$ cat config.mk
export PLATFORM = sky130hd
export DESIGN_NAME = nms_ovl
export DESIGN_NICKNAME = d
export VERILOG_FILES = /design/src/design/nms_pkg.sv /design/src/design/nms_ovl.sv
export SDC_FILE = /design/constraint.sdc
export NUM_CORES = 2
export LEC_CHECK = 0
export ABC_CLOCK_PERIOD_IN_PS = 18690
export BUFFER_PORTS_ARGS = -buffer_cell sky130_fd_sc_hd__buf_2
export CAP_MARGIN = 10
export CORE_UTILIZATION = 58
export CTS_CLUSTER_DIAMETER = 30
export DETAILED_ROUTE_END_ITERATION = 6
export PLACE_DENSITY = 0.83
export SYNTH_ARGS = -nofsm -noshare
export SYNTH_HDL_FRONTEND = slang
export SYNTH_SLANG_ARGS = --single-unit
$ cat constraint.sdc
create_clock -name clk -period 18.69 [get_ports clk]
set_input_delay 3.738 -clock clk [delete_from_list [all_inputs] [get_ports clk]]
set_output_delay 3.738 -clock clk [all_outputs]
set_load 0.02 [all_outputs]
$ cat src/design/nms_pkg.sv
`timescale 1ns / 1ps
package nms_pkg;

	localparam int MAX_BOXES_DEF  = 64;
	localparam int COORD_BITS_DEF = 12;
	localparam int SCORE_BITS_DEF = 16;

	localparam int THR_BITS  = 16;
	localparam int MODE_BITS = 2;
	localparam int REG_BITS  = 16;
	localparam int IDX_BITS  = 2;

	localparam logic [THR_BITS-1:0] THR_RESET = 16'd45875;

	localparam logic [IDX_BITS-1:0] REG_THRESHOLD = 2'd0;
	localparam logic [IDX_BITS-1:0] REG_MODE      = 2'd1;

	localparam logic [MODE_BITS-1:0] MODE_IOU  = 2'd0;
	localparam logic [MODE_BITS-1:0] MODE_IOS  = 2'd1;
	localparam logic [MODE_BITS-1:0] MODE_NONE = 2'd2;

	// depth of the overlap pipeline that closes the ring of cells
	localparam int PIPE_DEPTH = 5;

	typedef struct packed {
		logic clear;
		logic load;
		logic rot;
	} cell_ctl_t;

endpackage

$ cat src/design/nms_ovl.sv
`timescale 1ns / 1ps
module nms_ovl #(
	parameter int CW = 12,
	parameter int SW = 16
) (
	input  logic                              clk,
	input  logic                              arst_n,
	input  logic                              en,
	input  logic [nms_pkg::THR_BITS-1:0]      threshold,
	input  logic [nms_pkg::MODE_BITS-1:0]     mode,
	input  logic [CW-1:0]                     k_left,
	input  logic [CW-1:0]                     k_top,
	input  logic [CW-1:0]                     k_right,
	input  logic [CW-1:0]                     k_bottom,
	input  logic [2*CW+1:0]                   k_area,
	input  logic                              in_valid,
	input  logic                              in_supp,
	input  logic [CW-1:0]                     in_left,
	input  logic [CW-1:0]                     in_top,
	input  logic [CW-1:0]                     in_right,
	input  logic [CW-1:0]                     in_bottom,
	input  logic [SW-1:0]                     in_score,
	output logic                              out_valid,
	output logic                              out_supp,
	output logic [CW-1:0]                     out_left,
	output logic [CW-1:0]                     out_top,
	output logic [CW-1:0]                     out_right,
	output logic [CW-1:0]                     out_bottom,
	output logic [SW-1:0]                     out_score
);
	import nms_pkg::*;

	localparam int IW = 2*CW+2;
	localparam int AW = 2*CW+3;
	localparam int PW = THR_BITS+AW;
	localparam int BW = 4*CW+SW;

	logic [PIPE_DEPTH-1:0] v_q;
	logic [PIPE_DEPTH-1:0] sp_q;
	logic [BW-1:0]         box_q [PIPE_DEPTH];

	logic [CW-1:0] ql, qr, qt, qb, kl, kr, kt, kb;
	logic signed [CW+1:0] iw, ih;
	logic [CW:0]   w_s2, h_s2, wq_s2, hq_s2;
	logic          pos_s2, pos_s3, pos_s4, pos_s5;
	logic [IW-1:0] inter_s3, aq_s3, inter_s4, inter_s5;
	logic [AW-1:0] den, den_s4;
	logic [PW-1:0] prod_s5;
	logic          hit;

	function automatic logic [CW-1:0] in_lft();
		return box_q[0][CW-1:0];
	endfunction
	function automatic logic [CW-1:0] in_tp();
		return box_q[0][2*CW-1:CW];
	endfunction
	function automatic logic [CW-1:0] in_rgt();
		return box_q[0][3*CW-1:2*CW];
	endfunction
	function automatic logic [CW-1:0] in_bt();
		return box_q[0][4*CW-1:3*CW];
	endfunction

	always_comb begin
		ql = (in_lft() < in_rgt()) ? in_lft() : in_rgt();
		qr = (in_lft() < in_rgt()) ? in_rgt() : in_lft();
		qt = (in_tp() < in_bt()) ? in_tp() : in_bt();
		qb = (in_tp() < in_bt()) ? in_bt() : in_tp();
		kl = (k_left < k_right) ? k_left : k_right;
		kr = (k_left < k_right) ? k_right : k_left;
		kt = (k_top < k_bottom) ? k_top : k_bottom;
		kb = (k_top < k_bottom) ? k_bottom : k_top;
		iw = $signed({2'b00, ((qr < kr) ? qr : kr)}) - $signed({2'b00, ((ql > kl) ? ql : kl)})
			+ $signed((CW+2)'(1));
		ih = $signed({2'b00, ((qb < kb) ? qb : kb)}) - $signed({2'b00, ((qt > kt) ? qt : kt)})
			+ $signed((CW+2)'(1));
	end

	always_comb begin
		if (mode == MODE_IOU) begin
			den = AW'(k_area) + AW'(aq_s3) - AW'(inter_s3);
		end else begin
			den = AW'((k_area < aq_s3) ? k_area : aq_s3);
		end
	end

	assign hit = pos_s5 && (mode == MODE_IOU || mode == MODE_IOS)
		&& ({PW'(inter_s5), THR_BITS'(0)} > {THR_BITS'(0), prod_s5});

	always_ff @(posedge clk or negedge arst_n) begin
		if (!arst_n) begin
			v_q  <= '0;
			sp_q <= '0;
		end else if (en) begin
			v_q  <= {v_q[PIPE_DEPTH-2:0], in_valid};
			sp_q <= {sp_q[PIPE_DEPTH-2:0], in_supp};
		end
	end

	always_ff @(posedge clk) begin
		if (en) begin
			box_q[0] <= {in_score, in_bottom, in_right, in_top, in_left};
			for (int i = 1; i < PIPE_DEPTH; i++) begin
				box_q[i] <= box_q[i-1];
			end
			// stage 2: extents
			pos_s2 <= (iw > 0) && (ih > 0);
			w_s2   <= iw[CW:0];
			h_s2   <= ih[CW:0];
			wq_s2  <= (CW+1)'(qr) - (CW+1)'(ql) + (CW+1)'(1);
			hq_s2  <= (CW+1)'(qb) - (CW+1)'(qt) + (CW+1)'(1);
			// stage 3: areas
			inter_s3 <= IW'(w_s2) * IW'(h_s2);
			aq_s3    <= IW'(wq_s2) * IW'(hq_s2);
			pos_s3   <= pos_s2;
			// stage 4: denominator
			den_s4   <= den;
			inter_s4 <= inter_s3;
			pos_s4   <= pos_s3;
			// stage 5: threshold product
			prod_s5  <= PW'(threshold) * PW'(den_s4);
			inter_s5 <= inter_s4;
			pos_s5   <= pos_s4;
		end
	end

	assign out_valid  = v_q[PIPE_DEPTH-1];
	assign out_supp   = sp_q[PIPE_DEPTH-1] | hit;
	assign out_left   = box_q[PIPE_DEPTH-1][CW-1:0];
	assign out_top    = box_q[PIPE_DEPTH-1][2*CW-1:CW];
	assign out_right  = box_q[PIPE_DEPTH-1][3*CW-1:2*CW];
	assign out_bottom = box_q[PIPE_DEPTH-1][4*CW-1:3*CW];
	assign out_score  = box_q[PIPE_DEPTH-1][BW-1:4*CW];

endmodule

### Yosys cells after proc, flatten, opt, wreduce, memory -nomap -nowiden

Memory sizes are Yosys's and may differ from the RTL's.
Index checks and enable logic that the tools add are counted.
W data, S select, Z words.

| word-level totals | value |
|---|---|
| memories kept | 1 |
| RAM bits | 320 |
| word-level logic and storage cells | 65 |
| bits in registers | 240 |

Memory list:

| name | depth | bits a word | rd ports | clocked after Yosys merged registers in | write ports | line | source |
|---|---|---|---|---|---|---|---|
| box_q | 5 | 64 | 5 | 0 | 5 | nms_ovl.sv:40 | `logic [BW-1:0] box_q [PIPE_DEPTH];` |

| operators by class | value |
|---|---|
| $mul | 3 |
| reduce and logical (&&, ||, !) cells | 5 |
| magnitude comparators | 12 |
| multiplexer cells | 16 |
| equal/unequal tests | 1 |
| bitwise gates (word level) | 1 |
| $add $sub $neg | 10 |

Operator list:

| operator | number |
|---|---|
| $mux W12 | 12 |
| $lt A12 B12 Y1 | 6 |
| $mul A13 B13 Y26 | 2 |
| $sub A12 B12 Y13 | 4 |
| $gt A42 B43 Y1 | 1 |
| $mul A16 B27 Y43 | 1 |
| $add A13 B2 Y14 const B | 2 |
| $gt A14 B1 Y1 const B | 2 |
| $add A26 B26 Y27 | 1 |
| $mux W27 | 1 |
| $sub A27 B26 Y27 | 1 |
| $add A13 B1 Y13 const B | 2 |
| $lt A26 B26 Y1 | 1 |
| $mux W26 | 1 |
| $gt A12 B12 Y1 | 2 |
| $logic_and A1 B1 Y1 | 3 |
| $eq A2 B1 Y1 const B | 1 |
| $logic_not A2 Y1 | 1 |
| $mux W1 | 2 |
| $logic_or A1 B1 Y1 | 1 |
| $or A1 B1 Y1 | 1 |

### Longest topological paths before layout

| depth | value |
|---|---|
| depth in word-level cells | 8 |
| gate-level depth with buffers | 38 |
| mapped depth without buffers | 36 |

### Worst setup path before layout

OpenSTA, ideal clock, no wires.

| timing | value |
|---|---|
| path type | in2reg |
| from | input port k_right[1] |
| to | register pos_s2 (data pin) |
| path slack | 8.099 ns |
| data arrival time | 10.335 ns |
| stages | 32 |
| path buffers | 2 |
| setup time | 0.256 ns |
| cells stage by stage | inv_1 ha_1 a21oi_1 nor2b_1 o21ai_0 a31oi_1 nand4_1 a21oi_1 clkbuf_1 mux2i_1 ha_1 a21o_1 a21o_1 a21oi_1 nor2_1 a2111oi_0 nor2_1 clkbuf_1 a21oi_1 ha_1 inv_1 fa_1 a21o_1 a21oi_1 xnor2_1 nand3b_1 or4_1 a211oi_2 xnor2_1 a211o_1 o31a_1 o211a_1 |

| on the way | value |
|---|---|
| word-level cells in the longest chain between the ends | 8 |
| elaborated cells between the ends (all ways) | 11 |
| those cells by class | add/sub: 2; order compare: 4; mux: 4; reduce/logical: 1 |

RTL lines:

| what | line | source |
|---|---|---|
| start, declared | nms_ovl.sv:13 | `input logic [CW-1:0] k_right,` |
| $lt A12 B12 Y1 | nms_ovl.sv:69, nms_ovl.sv:70 |  |
| $mux W12, on equally long branches | nms_ovl.sv:70, nms_ovl.sv:69 |  |
| $lt A12 B12 Y1 or $gt A12 B12 Y1 (tied branches) | nms_ovl.sv:73 | `iw = $signed({2'b00, ((qr < kr) ? qr : kr)}) - $signed({2'b00, ((ql > kl) ? ql : kl)})` |
| $mux W12 | nms_ovl.sv:73 |  |
| $sub A12 B12 Y13 * | nms_ovl.sv:73 |  |
| $add A13 B2 Y14 * | nms_ovl.sv:74 | `+ $signed((CW+2)'(1));` |
| via iw[10] | nms_ovl.sv:43 | `logic signed [CW+1:0] iw, ih;` |
| $gt A14 B1 Y1 * | nms_ovl.sv:107 | `pos_s2 <= (iw > 0) && (ih > 0);` |
| $logic_and A1 B1 Y1 * | nms_ovl.sv:107 |  |
| end signal, assigned | nms_ovl.sv:107 |  |
| end, declared | nms_ovl.sv:45 | `logic pos_s2, pos_s3, pos_s4, pos_s5;` |

The timed path passes the listed nets; every way through them passes the cells marked *.
A chain may end at the register's enable or synchronous reset.

### Worst setup path in the final report

Same ends and word-level chain as after synthesis.

==> run_results.csv <==
group,metric,value,unit
status,outcome,"finished clean",
final_layout,final_layout_size_suffix_gt1_frac,0.0949,
synthesis,synth_top_area_share,0.321,
synthesis,seq_area_frac_synth,0.326,
sta,final_min_period_over_clock_period,0.546,
critical_path,worstPathRequired,19080,ps
grt,total_global_route_track_usage,0.264,
sta,finish_stage_setup_viols,0,
placement,routabilityCongestion,0.899,
final_layout,fin_nets,6168,
placement,place.detailed.instances,5971,
critical_path,worst_ep_arrival_time,10610,ps
floorplan,placement_rows,108,
floorplan,die_span_y,300,um
grt,antenna_found_initial,12,
synthesis,syn_nets,6049,
route,maxUsedRoutingLayer,"met5",
synthesis,post-synth-top-area-cell,"edfxtp_1",
final_layout,syn2layout_area_growth,9.75,%
clock_tree,postCtsHoldBufs,0,
critical_path,reg2reg_setup_slack,10520,ps
grt,grt_first_pass_wirelength,188000,um
grt,grt_start_max_net_pins,192,
floorplan,initial_utilization,0.589,
route,met3_wirelength,8020,um
sta,max_clock_freq,0.0979,GHz
sta,rsz0062_at_grt,"no",
route,antenna_left,0,
synthesis,synthTopCellsByCount,"872 x inv_1, 620 x fa_1, 611 x nand2_1",
route,detailroute.via_count,34500,
route,postRouteWirelength,115000,um
clock_tree,cts_made_buffers,94,
clock_tree,cts-root-buf,"clkbuf_16",
route,wl_per_cell,18.6,um
floorplan,die-area,89800,um2
synthesis,synth_seq_cells,560,
synthesis,postSynthCellCount,4793,
synthesis,yosys.cell_count.top_type,"inv_1",
synthesis,synth_top_flop_cell,"edfxtp_1",
sta,hold_viol_final,0,
sta,maxSlewHeadroom,0.312,
critical_path,path_max_fanout,35,
critical_path,worst_setup_path_start_kind,"primary input",
clock_tree,cts.sinks,560,
flow_run,drv_cap,0,
synthesis,async_reset_ff_frac,0.0179,
final_layout,final-instance-count-excl-fill,6154,
clock_tree,cts-resized-gates,0,
floorplan,placeableCoreArea,87300,um2
sta,timing.final.crit_period,10210,ps
route,routed-wl-met2,58000,um
min_path,hold_class,"reg2reg",
critical_path,path_common_cell,"a21oi_1",
final_layout,post-route-util,0.646,
route,drt_first_pass_iters,7,
clock_tree,clk_transition_reported_paths,50,ps
clock_tree,insertion_delay,680,ps
sta,final.setup.tns,0,ps
critical_path,max_stage_delay,680,ps
route,vias_per_cell,5.61,
synthesis,netlist_area,51400,um2
clock_tree,maximum_root_to_sink_buffer_count,3,
placement,place.port_buffers,226,
final_layout,layout.filler_cells,6434,
critical_path,critical_path_class,"in2reg",
placement,place_area,53100,um2
floorplan,die_w,300,um
synthesis,post_synth.cell_area_avg,10.7,um2
synthesis,synth.distinct_cells,80,
floorplan,pin_count,227,
route,drt_iter0_markers,2392,
sta,worst_slew_pin_slew,1030,ps
clock_tree,clock_tree.htree_level_count,3,
grt,global_route.overflow_total,0,
synthesis,synth_edf_count,550,
route,wirelength_met1,42900,um
grt,grt_pass1_vias,37300,
clock_tree,cts_tree,"done",
placement,hpwlAfterDp,87000,um
sta,layout_skew,67.8,ps
synthesis,synth_top_cells_by_area,"edfxtp_1 32%, fa_1 24%, ha_1 12%, inv_1 6.4%, nand2_1 4.5%",
final_layout,final_area,56400,um2
critical_path,critical_path_s_slowest_cell,"a2111oi_0",
synthesis,synth-warning-count,0,
route,remaining_drc_errors,0,
sta,final_max_slew_viol_count,0,
clock_tree,post-cts-setup-buffers,0,
critical_path,setup.worst_path.end_class,"flip-flop",
[layout make-up]
| class | instances | area [um2] | area share |
|---|---|---|---|
| multi-input combinational | 3141 | 30300 | 0.537 |
| timing repair buffer | 243 | 1280 | 0.0227 |
| tap | 1155 | 1450 | 0.0256 |
| clock buffer | 106 | 2440 | 0.0432 |
| inverter | 872 | 3270 | 0.0580 |
| sequential | 560 | 16800 | 0.297 |
| clock inverter | 71 | 872 | 0.0155 |
| antenna | 6 | 15.0 | 0.000266 |
[per-layer routing]
| metal | GRT usage | up-vias |
|---|---|---|
| met5 | 0 | - |
| met4 | 0.127 | 10 |
| li1 | - | 15800 |
| met1 | 0.313 | 17100 |
| met3 | 0.0457 | 342 |
| met2 | 0.466 | 1276 |
[metrics by stage]
stage	setup WS, ps	hold WS, ps
after floorplan	8100	400
after global placement	8000	400
after detailed placement	7830	405
after CTS	8520	378
after global routing	7910	396
final	8480	383
[logic make-up after synthesis]
family,after synthesis,synth area share
AND/OR/NAND/NOR,1227,0.113
XOR/XNOR,151,0.0257
buffers and inverters,1092,0.0846
AO/OA/AOI/OAI,533,0.0665
multiplexers,135,0.0271
adder cells (fa/ha/maj),1095,0.357
flip-flops,560,0.326
[path summary, 6_finish.rpt]
kind	end	cells after the start	start
worst max-delay path	pos_s2	33	k_right[1]
worst min-delay path	inter_s5[7]	0	inter_s4[7]
worst max register to register	pos_s2	34	box_q[0][37]
worst min register to register	inter_s5[7]	0	inter_s4[7]
max in group asynchronous	sp_q[1]	1	arst_n
min in group asynchronous	v_q[0]	1	arst_n
[cell usage in the layout, fill, tap and decap left out, drive strengths merged, types with 31 or more instances in the layout]
master,synthesis,layout
inv,872,895
nor2b,44,44
nor2,139,139
mux2,35,35
fa,620,620
nand2,611,611
ha,475,475
a21o,85,85
buf,74,243
mux2i,100,100
a21oi,177,177
edfxtp,550,550
xnor2,100,100
and2,246,246
clkbuf,146,106
o21ai,113,113
xor2,51,51
nor3,31,31
nand2b,31,31
[worst max-delay path, delay by kind of cell]
kind | cells | cell delay (ps)
fa+ha+maj | 4 | 1160
compound gates | 13 | 2760
xor+xnor | 2 | 360
buf+inv | 5 | 790
simple gates | 8 | 1420
mux | 1 | 350
[registers in the layout, indices dropped and copies added, names as in the netlist, 5 cells and up]
name      count
h_s2         13
inter_s5     26
den_s4       27
sp_q          5
wq_s2        13
inter_s3     26
v_q           5
prod_s5      43
w_s2         13
inter_s4     26
box_q       320
aq_s3        26
hq_s2        13
Power is left out: the tool's default activity adds up to more than one toggle a clock period on the data nets, which glitch-free logic cannot reach.
