[src/design/nms_pkg.sv]
`timescale 1ns / 1ps
package nms_pkg;

	localparam int MAX_BOXES_DEF  = 64;
	localparam int COORD_BITS_DEF = 12;
	localparam int SCORE_BITS_DEF = 16;

	localparam int THR_BITS  = 16;
	localparam int MODE_BITS = 2;
	localparam int REG_BITS  = 16;
	localparam int IDX_BITS  = 2;

	localparam logic [THR_BITS-1:0] THR_RESET = 16'd45875;

	localparam logic [IDX_BITS-1:0] REG_THRESHOLD = 2'd0;
	localparam logic [IDX_BITS-1:0] REG_MODE      = 2'd1;

	localparam logic [MODE_BITS-1:0] MODE_IOU  = 2'd0;
	localparam logic [MODE_BITS-1:0] MODE_IOS  = 2'd1;
	localparam logic [MODE_BITS-1:0] MODE_NONE = 2'd2;

	// depth of the overlap pipeline that closes the ring of cells
	localparam int PIPE_DEPTH = 5;

	typedef struct packed {
		logic clear;
		logic load;
		logic rot;
	} cell_ctl_t;

endpackage

[src/design/nms_cell.sv]
`timescale 1ns / 1ps
module nms_cell #(
	parameter int CW = 12,
	parameter int SW = 16
) (
	input  logic               clk,
	input  logic               arst_n,
	input  nms_pkg::cell_ctl_t ctl,
	input  logic [CW-1:0]      new_left,
	input  logic [CW-1:0]      new_top,
	input  logic [CW-1:0]      new_right,
	input  logic [CW-1:0]      new_bottom,
	input  logic [SW-1:0]      new_score,
	input  logic               prev_ins,
	input  logic               prev_valid,
	input  logic [CW-1:0]      prev_left,
	input  logic [CW-1:0]      prev_top,
	input  logic [CW-1:0]      prev_right,
	input  logic [CW-1:0]      prev_bottom,
	input  logic [SW-1:0]      prev_score,
	input  logic               next_valid,
	input  logic               next_supp,
	input  logic [CW-1:0]      next_left,
	input  logic [CW-1:0]      next_top,
	input  logic [CW-1:0]      next_right,
	input  logic [CW-1:0]      next_bottom,
	input  logic [SW-1:0]      next_score,
	output logic               ins,
	output logic               valid,
	output logic               supp,
	output logic [CW-1:0]      left,
	output logic [CW-1:0]      top,
	output logic [CW-1:0]      right,
	output logic [CW-1:0]      bottom,
	output logic [SW-1:0]      score
);
	import nms_pkg::*;

	logic          valid_q;
	logic          supp_q;
	logic [CW-1:0] left_q;
	logic [CW-1:0] top_q;
	logic [CW-1:0] right_q;
	logic [CW-1:0] bottom_q;
	logic [SW-1:0] score_q;

	// new box goes in front of this cell; equal scores stay ahead
	assign ins = !valid_q || (score_q < new_score);

	always_ff @(posedge clk or negedge arst_n) begin
		if (!arst_n) begin
			valid_q <= 1'b0;
			supp_q  <= 1'b0;
		end else if (ctl.clear) begin
			valid_q <= 1'b0;
			supp_q  <= 1'b0;
		end else if (ctl.load && ins) begin
			valid_q <= prev_ins ? prev_valid : 1'b1;
			supp_q  <= 1'b0;
		end else if (ctl.rot) begin
			valid_q <= next_valid;
			supp_q  <= next_supp;
		end
	end

	always_ff @(posedge clk) begin
		if (ctl.load && ins) begin
			if (prev_ins) begin
				left_q   <= prev_left;
				top_q    <= prev_top;
				right_q  <= prev_right;
				bottom_q <= prev_bottom;
				score_q  <= prev_score;
			end else begin
				left_q   <= new_left;
				top_q    <= new_top;
				right_q  <= new_right;
				bottom_q <= new_bottom;
				score_q  <= new_score;
			end
		end else if (ctl.rot) begin
			left_q   <= next_left;
			top_q    <= next_top;
			right_q  <= next_right;
			bottom_q <= next_bottom;
			score_q  <= next_score;
		end
	end

	assign valid  = valid_q;
	assign supp   = supp_q;
	assign left   = left_q;
	assign top    = top_q;
	assign right  = right_q;
	assign bottom = bottom_q;
	assign score  = score_q;

endmodule

[config.mk]
export PLATFORM = sky130hd
export DESIGN_NAME = nms_cell
export DESIGN_NICKNAME = d
export VERILOG_FILES = /design/src/design/nms_pkg.sv /design/src/design/nms_cell.sv
export SDC_FILE = /design/constraint.sdc
export NUM_CORES = 1
export LEC_CHECK = 0
export BUFFER_PORTS_ARGS = -buffer_cell sky130_fd_sc_hd__buf_2
export CAP_MARGIN = 10
export CORE_MARGIN = 4
export CORE_UTILIZATION = 40
export CTS_BUF_LIST = sky130_fd_sc_hd__clkbuf_8
export CTS_CLUSTER_SIZE = 24
export DETAILED_ROUTE_END_ITERATION = 10
export PLACE_DENSITY = 0.88
export SLEW_MARGIN = 30
export SYNTH_ARGS = -nofsm -noshare
export SYNTH_HDL_FRONTEND = slang
export SYNTH_SLANG_ARGS = --single-unit
[constraint.sdc]
create_clock -name clk -period 3.7 [get_ports clk]
set_input_delay 0.37 -clock clk [delete_from_list [all_inputs] [get_ports clk]]
set_output_delay 0.37 -clock clk [all_outputs]
set_load 0.03 [all_outputs]
Word level (Yosys, flattened, before mapping). Cells that the tools add are included.

Reduce and logical (&&, ||, !) cells: 5. Muxes and demuxes: 22. Magnitude comparators: 1.

Operator list (count): 12-bit two-way mux (12); 16-bit two-way mux (3); 16-bit < comparator (1); 1-bit two-way mux (7); 3-bit nonzero test (1); 2-bit nonzero test (1); 1-bit logical AND (1); 1-bit logical NOT (1); 1-bit logical OR (1).

Output and inout port bits: 67. Logic and storage cells: 35. Bits in registers: 66. Input bits: 201.

Depth between registers and ports, before layout. Gate-level depths: netlist of the first run.

Word-level depth: 5. Mapped depth: 9.

Least setup slack after synthesis of the first run. OpenSTA, ideal clock, no wires.

Kind: flip-flop to flip-flop. From: reg score_q[15] (netlist: score[15]). To: reg bottom_q[0] (netlist: bottom[0]) (enable). Path buffers: 2. Path slack: -0.449 ns. Required time: 3.001 ns. Arrival time: 3.450 ns. Stages on the path, launching flop included: 9. Cells stage by stage: edfxtp_1 ha_1 nand4_1 or3_1 or4_4 a41oi_4 buf_6 buf_8 nand2b_1.

Longest elaborated chain between the ends: 4.

Ends and longest elaborated chain: from (decl) (RTL line nms_cell.sv:45) `logic [SW-1:0] score_q;`; from (signal assigned) (RTL line nms_cell.sv:73) `score_q <= prev_score;`; from (signal assigned) (RTL line nms_cell.sv:79) `score_q <= new_score;`; from (signal assigned) (RTL line nms_cell.sv:86) `score_q <= next_score;`; 16-bit < comparator (RTL line nms_cell.sv:48) `assign ins = !valid_q || (score_q < new_score);`; 1-bit logical OR (RTL line nms_cell.sv:48); 1-bit logical AND (RTL line nms_cell.sv:67) `if (ctl.load && ins) begin`; 2-bit nonzero test (no source line); to (signal assigned) (RTL line nms_cell.sv:72) `bottom_q <= prev_bottom;`; to (signal assigned) (RTL line nms_cell.sv:78) `bottom_q <= new_bottom;`; to (signal assigned) (RTL line nms_cell.sv:85) `bottom_q <= next_bottom;`; to (decl) (RTL line nms_cell.sv:44) `logic [CW-1:0] bottom_q;`.

No other way between the ends. A chain may end at the register's enable or synchronous reset.

Final worst setup path of the first run.
From: reg score_q[15] (netlist: score[15]). To: reg bottom_q[3] (netlist: bottom[3]) (enable).

The elaborated chain is that of the path after synthesis.

==> results_dict.tcl, run 1 <==
set metrics [dict create \
    min_from "ctl[2]" \
    synth_common_cells "mux2_2, edfxtp_1, mux2_4" \
    portBuffers 267 \
    avgSynthCellArea_sq_um 13.8 \
    synth_edf_count 64 \
    cts_hold_buffers 1 \
    crit_arrival_ps 3210 \
    cts_root_buffer "clkbuf_8" \
    multi_input_area_sq_mm 0.00196 \
    gp_congestion 0.785 \
    rows 36 \
    r2r_end "bottom[3]" \
    grt_pass1_wl_mm 16.7 \
    syn_to_final_growth_pct 38.6 \
    power_leakage_nw 2.77 \
    fp.dieW_um 110 \
    synth_cells 299 \
    floorplan.die_area_sq_mm 0.0120 \
    die_y_um 110 \
    drc 0 \
    reg2reg_slack_ps 530 \
    p_int_w 0.00168 \
    cap_violations 0 \
    combPwrFrac_pct 37.1 \
    total_power_w 0.00253 \
    dr.pass1.iters 4 \
    ys_async_sr_fraction_pct 3.03 \
    setup_tns_ps 0 \
    cts_buffers 9 \
    design_area_sq_mm 0.00572 \
    initial_core_util_pct 41.7 \
    ant_nets 0 \
    seqPwrFrac_pct 40.8 \
    dp_slack_ps 435 \
    clockPowerShare_pct 22.1 \
    clk_path_buf_depth 2 \
    cellPowerDensity_mw_per_mm2 442 \
    cts_tree "yes" \
    fin_worst_skew_ps 11.1 \
    reg2reg_depth 8 \
    grt-ovfl-total 0 \
    synth.ff_latch_count 66 \
    cts_sinks 66 \
    hold_path_class "in -> reg" \
    rsz0062_at_grt "no" \
    status "finished, final reports clean" \
    post_cts.repair.setup_buffers 0 \
    fin_nets 783 \
    grt_use_total_pct 18.6 \
    diodes 0 \
    dp_cells 688 \
    drt_wl_total_mm 11.8 \
    synth_area_leader_cell "edfxtp_1" \
    vias 3461 \
    syn_area_sq_mm 0.00413 \
    seqCellArea_sq_mm 0.00197 \
    startpoint_type "flop" \
    synth_cell_types 31 \
    netSwitchingFraction_pct 33.7 \
    ys.flop_type "edfxtp_1" \
    grt_start_max_net_pins 51 \
    fmax_mhz 315 \
    clock_latency_ps 330 \
    layout_worst_path_cycle_share_pct 85.7 \
    ios 268 \
    crit_type "reg -> reg" \
    synth_nets 515 \
    endpoint_kind "flop" \
    clk_pin_slew_ps 70 \
    drtIter0Drc 156 \
    yosys.cell_count.top_type "mux2_2" \
    min_path_cells 4 \
    stdcell_count 704 \
    worst_slew_pin_slew_ps 647 \
    antenna_found_initial 0 \
    setup_slack_ps 528 \
    min_to "valid" \
    min_period_ps 3170 \
    post-dp-hpwl_mm 9.56 \
    first_global_vias 3536 \
    drive_above_1_share_pct 68.5 \
    slew_headroom_pct 56.9 \
    routed_via_density 4.92 \
    ys_seq_area_share_pct 47.8 \
    wire_per_inst_um 16.7 \
    ir_worst_vdd_uv 194 \
    yosysWarnings 0 \
    r2r-start "score[15]" \
    setup_viol 0 \
    hold_violations 0 \
    postCtsResizedCells 0 \
    cp.required_ps 3740 \
    num-fill-cells 846 \
    synth.area.top_cells "edfxtp_1, mux2_2, mux2_4" \
    critPathMaxFanout 35 \
    netlist.area_leader.share_pct 46.6 \
    switchingPower_w 0.000853 \
    place_area_sq_mm 0.00554 \
    core_sq_mm 0.00991 \
    final_max_slew_viol_count 0 \
    htreeDepth 3 \
]
[cell usage in the layout, fill, tap and decap left out]
cell and count:
buf_2 266, mux2_2 75, edfxtp_1 64, mux2_4 30
nand2_1 20, inv_1 18, o21ai_0 18, ha_1 15
nor2_1 9, clkbuf_8 9, mux2_1 8, a21oi_1 7
buf_4 6, nand4_1 3, clkinv_1 3, dfrtp_1 2
a22oi_1 1, nand2b_1 1, a2111oi_0 1, nor3_1 1
or3_1 1, or4_4 1, a211oi_1 1, nand3_1 1
a41oi_4 1, nand2b_2 1, mux2i_1 1, and2_1 1
nor2b_1 1, and4_1 1, a311oi_1 1, bufinv_16 1
clkinv_2 1, dlygate4sd3_1 1
[logic make-up after synthesis]
group | after synthesis | synth area share [%]
multiplexers | 114 | 33.8
buffers and inverters | 33 | 4.82
adder cells (fa/ha/maj) | 15 | 4.55
flip-flops | 66 | 47.8
AO/OA/AOI/OAI | 30 | 4.49
AND/OR/NAND/NOR | 41 | 4.58
[how the worst max path moves through the flow]
stage                endpoint           from  slack [ps]
floorplan           bottom[0]      score[15]         220
global placement      top[11]  new_score[15]         510
detailed placement     top[0]  new_score[15]         440
CTS                  right[8]      score[15]         500
global route         right[9]      score[15]         350
finish              bottom[3]      score[15]         530
[metal layers]
metal	wire (um)	GRT usage, %	vias up
met5	0	0	-
met1	4070	18.8	1601
met4	201	7.21	0
met3	987	4.93	17
li1	-	-	1658
met2	6520	35.8	185
[power by group through the flow]
stage	Combinational (W)	Clock [W]	Sequential [W]
after floorplan	0.000400	0	0.00131
after global placement	0.000916	0	0.00104
after detailed placement	0.000943	0	0.00105
after CTS	0.000948	0.000581	0.00103
after global routing	0.000999	0.000616	0.00104
final	0.000937	0.000560	0.00103
[critical path: stages (launching register included)]
cell and delay (ps):
edfxtp_1 420, ha_1 370, nand4_1 140, or3_1 390, or4_4 460, a41oi_4 190
buf_4 490, nand2b_2 120, buf_4 280
[stage by stage]
| step | hold slack, ps | util (%) |
|---|---|---|
| floorplan | 74.4 | - |
| global placement | 171 | 55.9 |
| detailed placement | 169 | 55.9 |
| CTS | 286 | 57.7 |
| global route | 288 | 57.7 |
| finish | 320 | 57.7 |
[sequential cells by signal, summed over array words and instances (netlist names)]
| signal | flops |
|---|---|
| left | 12 |
| bottom | 12 |
| score | 16 |
| valid | 1 |
| right | 12 |
| top | 12 |
| supp | 1 |
[layout make-up]
class	count	area share [%]
Clock buffer	9	2.16
Clock inverter	6	0.875
Inverter	17	1.12
Multi-Input combinational cell	200	34.2
Sequential cell	66	34.5
Tap cell	133	2.91
Timing Repair Buffer	273	24.2
Note: power is estimated with default switching activity, not from simulation.
==> run 2: changes to the inputs <==
--- a/config.mk
+++ b/config.mk
@@ -5,13 +5,14 @@
 export SDC_FILE = /design/constraint.sdc
 export NUM_CORES = 1
 export LEC_CHECK = 0
-export BUFFER_PORTS_ARGS = -buffer_cell sky130_fd_sc_hd__buf_2
+export BUFFER_PORTS_ARGS = -buffer_cell sky130_fd_sc_hd__clkbuf_2
 export CAP_MARGIN = 10
 export CORE_MARGIN = 4
 export CORE_UTILIZATION = 40
 export CTS_BUF_LIST = sky130_fd_sc_hd__clkbuf_8
 export CTS_CLUSTER_SIZE = 24
 export DETAILED_ROUTE_END_ITERATION = 10
+export HOLD_SLACK_MARGIN = 0.05
 export PLACE_DENSITY = 0.88
 export SLEW_MARGIN = 30
 export SYNTH_ARGS = -nofsm -noshare
==> run 2 against run 1 <==
Net effect: final cell count shrank 0.14%; critical endpoint is now right[1]; worst setup slack gained 8.0 ps; highest routed layer unchanged; global-route usage shrank 0.31 points; sequential power is essentially flat; critical path type unchanged; non-clock buffer count is the same; largest cell class unchanged; hold slack gained 7.0 ps; combinational power shrank 0.4%.
==> results_dict.tcl, run 2 (synthesized netlist as in run 1, its figures left out) <==
set metrics [dict create \
    final_max_slew_viol_count 0 \
    rsz0062_at_grt "no" \
    cts_root_buffer "clkbuf_8" \
    seqCellArea_sq_mm 0.00197 \
    final_common_cell "clkbuf_2" \
    hold_path_class "in -> reg" \
    drtIter0Drc 97 \
    fin_nets 783 \
    r2r-start "score[15]" \
    ant_nets 0 \
    htreeDepth 3 \
    min_to "valid" \
    crit_type "reg -> reg" \
    ios 268 \
    grt_pass1_wl_mm 16.7 \
    diodes 0 \
    floorplan.die_area_sq_mm 0.0120 \
    grt_use_total_pct 18.3 \
    drive_above_1_share_pct 68.9 \
    layout_worst_path_cycle_share_pct 85.5 \
    grt_start_max_net_pins 42 \
    r2r_end "right[1]" \
    multi_input_area_sq_mm 0.00196 \
    syn_to_final_growth_pct 38.8 \
    post_cts.repair.setup_buffers 0 \
    place_area_sq_mm 0.00555 \
    min_from "ctl[2]" \
    post-dp-hpwl_mm 9.40 \
    slew_headroom_pct 51.3 \
    setup_tns_ps 0 \
    fin_worst_skew_ps 8.33 \
    fmax_mhz 316 \
    clk_pin_slew_ps 60 \
    cts_buffers 9 \
    clk_path_buf_depth 2 \
    hold_violations 0 \
    dr.pass1.iters 4 \
    cp.required_ps 3740 \
    total_power_w 0.00253 \
    gp_congestion 0.780 \
    first_global_vias 3549 \
    vias 3419 \
    cts_tree "yes" \
    drt_wl_total_mm 11.5 \
    endpoint_kind "flop" \
    startpoint_type "flop" \
    drc 0 \
    power_leakage_nw 2.83 \
    clock_latency_ps 330 \
    routed_via_density 4.86 \
    reg2reg_depth 8 \
    rows 36 \
    reg2reg_slack_ps 540 \
    critPathMaxFanout 35 \
    min_path_cells 4 \
    status "finished, final reports clean" \
    cap_violations 0 \
    cellPowerDensity_mw_per_mm2 441 \
    largest_register_ffs 16 \
    worst_slew_pin_slew_ps 730 \
    fp.dieW_um 110 \
    ir_worst_vdd_uv 179 \
    core_sq_mm 0.00991 \
    design_area_sq_mm 0.00573 \
    final_cell_mix "clkbuf_2, mux2_2, edfxtp_1" \
    portBuffers 267 \
    die_y_um 110 \
    initial_core_util_pct 41.7 \
    crit_arrival_ps 3200 \
    num-fill-cells 828 \
    grt-ovfl-total 0 \
    wire_per_inst_um 16.3 \
    antenna_found_initial 0 \
    setup_viol 0 \
    min_period_ps 3160 \
    cts_sinks 66 \
]
-- run 2: cell types whose count changed in the layout (fill, tap and decap cells not counted) --
cell / change
buf_2: -265
buf_4: -2
clkinv_1: -3
clkbuf_2: +266
clkinv_2: +2
buf_12: +1
-- run 2: timing repair --
action / in CTS / in global routing
hold buffers: 1 / 0
endpoints found under the hold margin: 2 / 0
resized for setup: 0 / 0
-- run 2: through the flow --
step | util, % | hold slack [ps] | setup slack (ps) | std cells
3_5_place_dp | 56.0 | 171 | 451 | 688
6_report | 57.8 | 327 | 536 | 703
3_3_place_gp | 56.0 | 172 | 503 | 688
2_1_floorplan | - | 74.4 | 218 | 299
5_1_grt | 57.8 | 306 | 341 | 703
4_1_cts | 57.8 | 292 | 483 | 703
-- run 2: layer usage --
layer | global-route usage [%] | part of all wire [%] | vias up
met5 | 0 | 0 | -
li1 | - | - | 1653
met1 | 19.0 | 35 | 1585
met2 | 35.3 | 55 | 169
met3 | 4.76 | 8.3 | 12
met4 | 5.97 | 1.5 | 0
-- run 2: critical path, cell delays in order, from the launching register on --
cell and delay, ps:
edfxtp_1 420, ha_1 370, nand4_1 160, or3_1 390
or4_4 450, a41oi_4 190, buf_4 480, nand2b_2 110
buf_4 280
-- run 2: area by class of cell --
class	count	share of cell area (%)
clock buffer	9	2.16
clock inverter	5	0.852
inverter	17	1.11
multi-input combinational	200	34.2
sequential	66	34.4
tap	133	2.90
timing repair buffer	273	24.4
-- run 2: worst max-delay path by stage --
stage | from | endpoint | slack [ps] | depth (start not counted)
after floorplan | score[15] | bottom[0] | 220 | 8
after global placement | new_score[15] | top[11] | 500 | 10
after detailed placement | new_score[15] | top[11] | 450 | 10
after CTS | score[15] | right[11] | 480 | 8
after global routing | score[15] | right[0] | 340 | 8
final | score[15] | right[1] | 540 | 8
-- run 2: report_power, final --
group	switching, W	internal (W)	total (W)
clock network	0.000261	0.000298	0.000559
registers	0.0000483	0.000989	0.00104
logic	0.000545	0.000388	0.000933
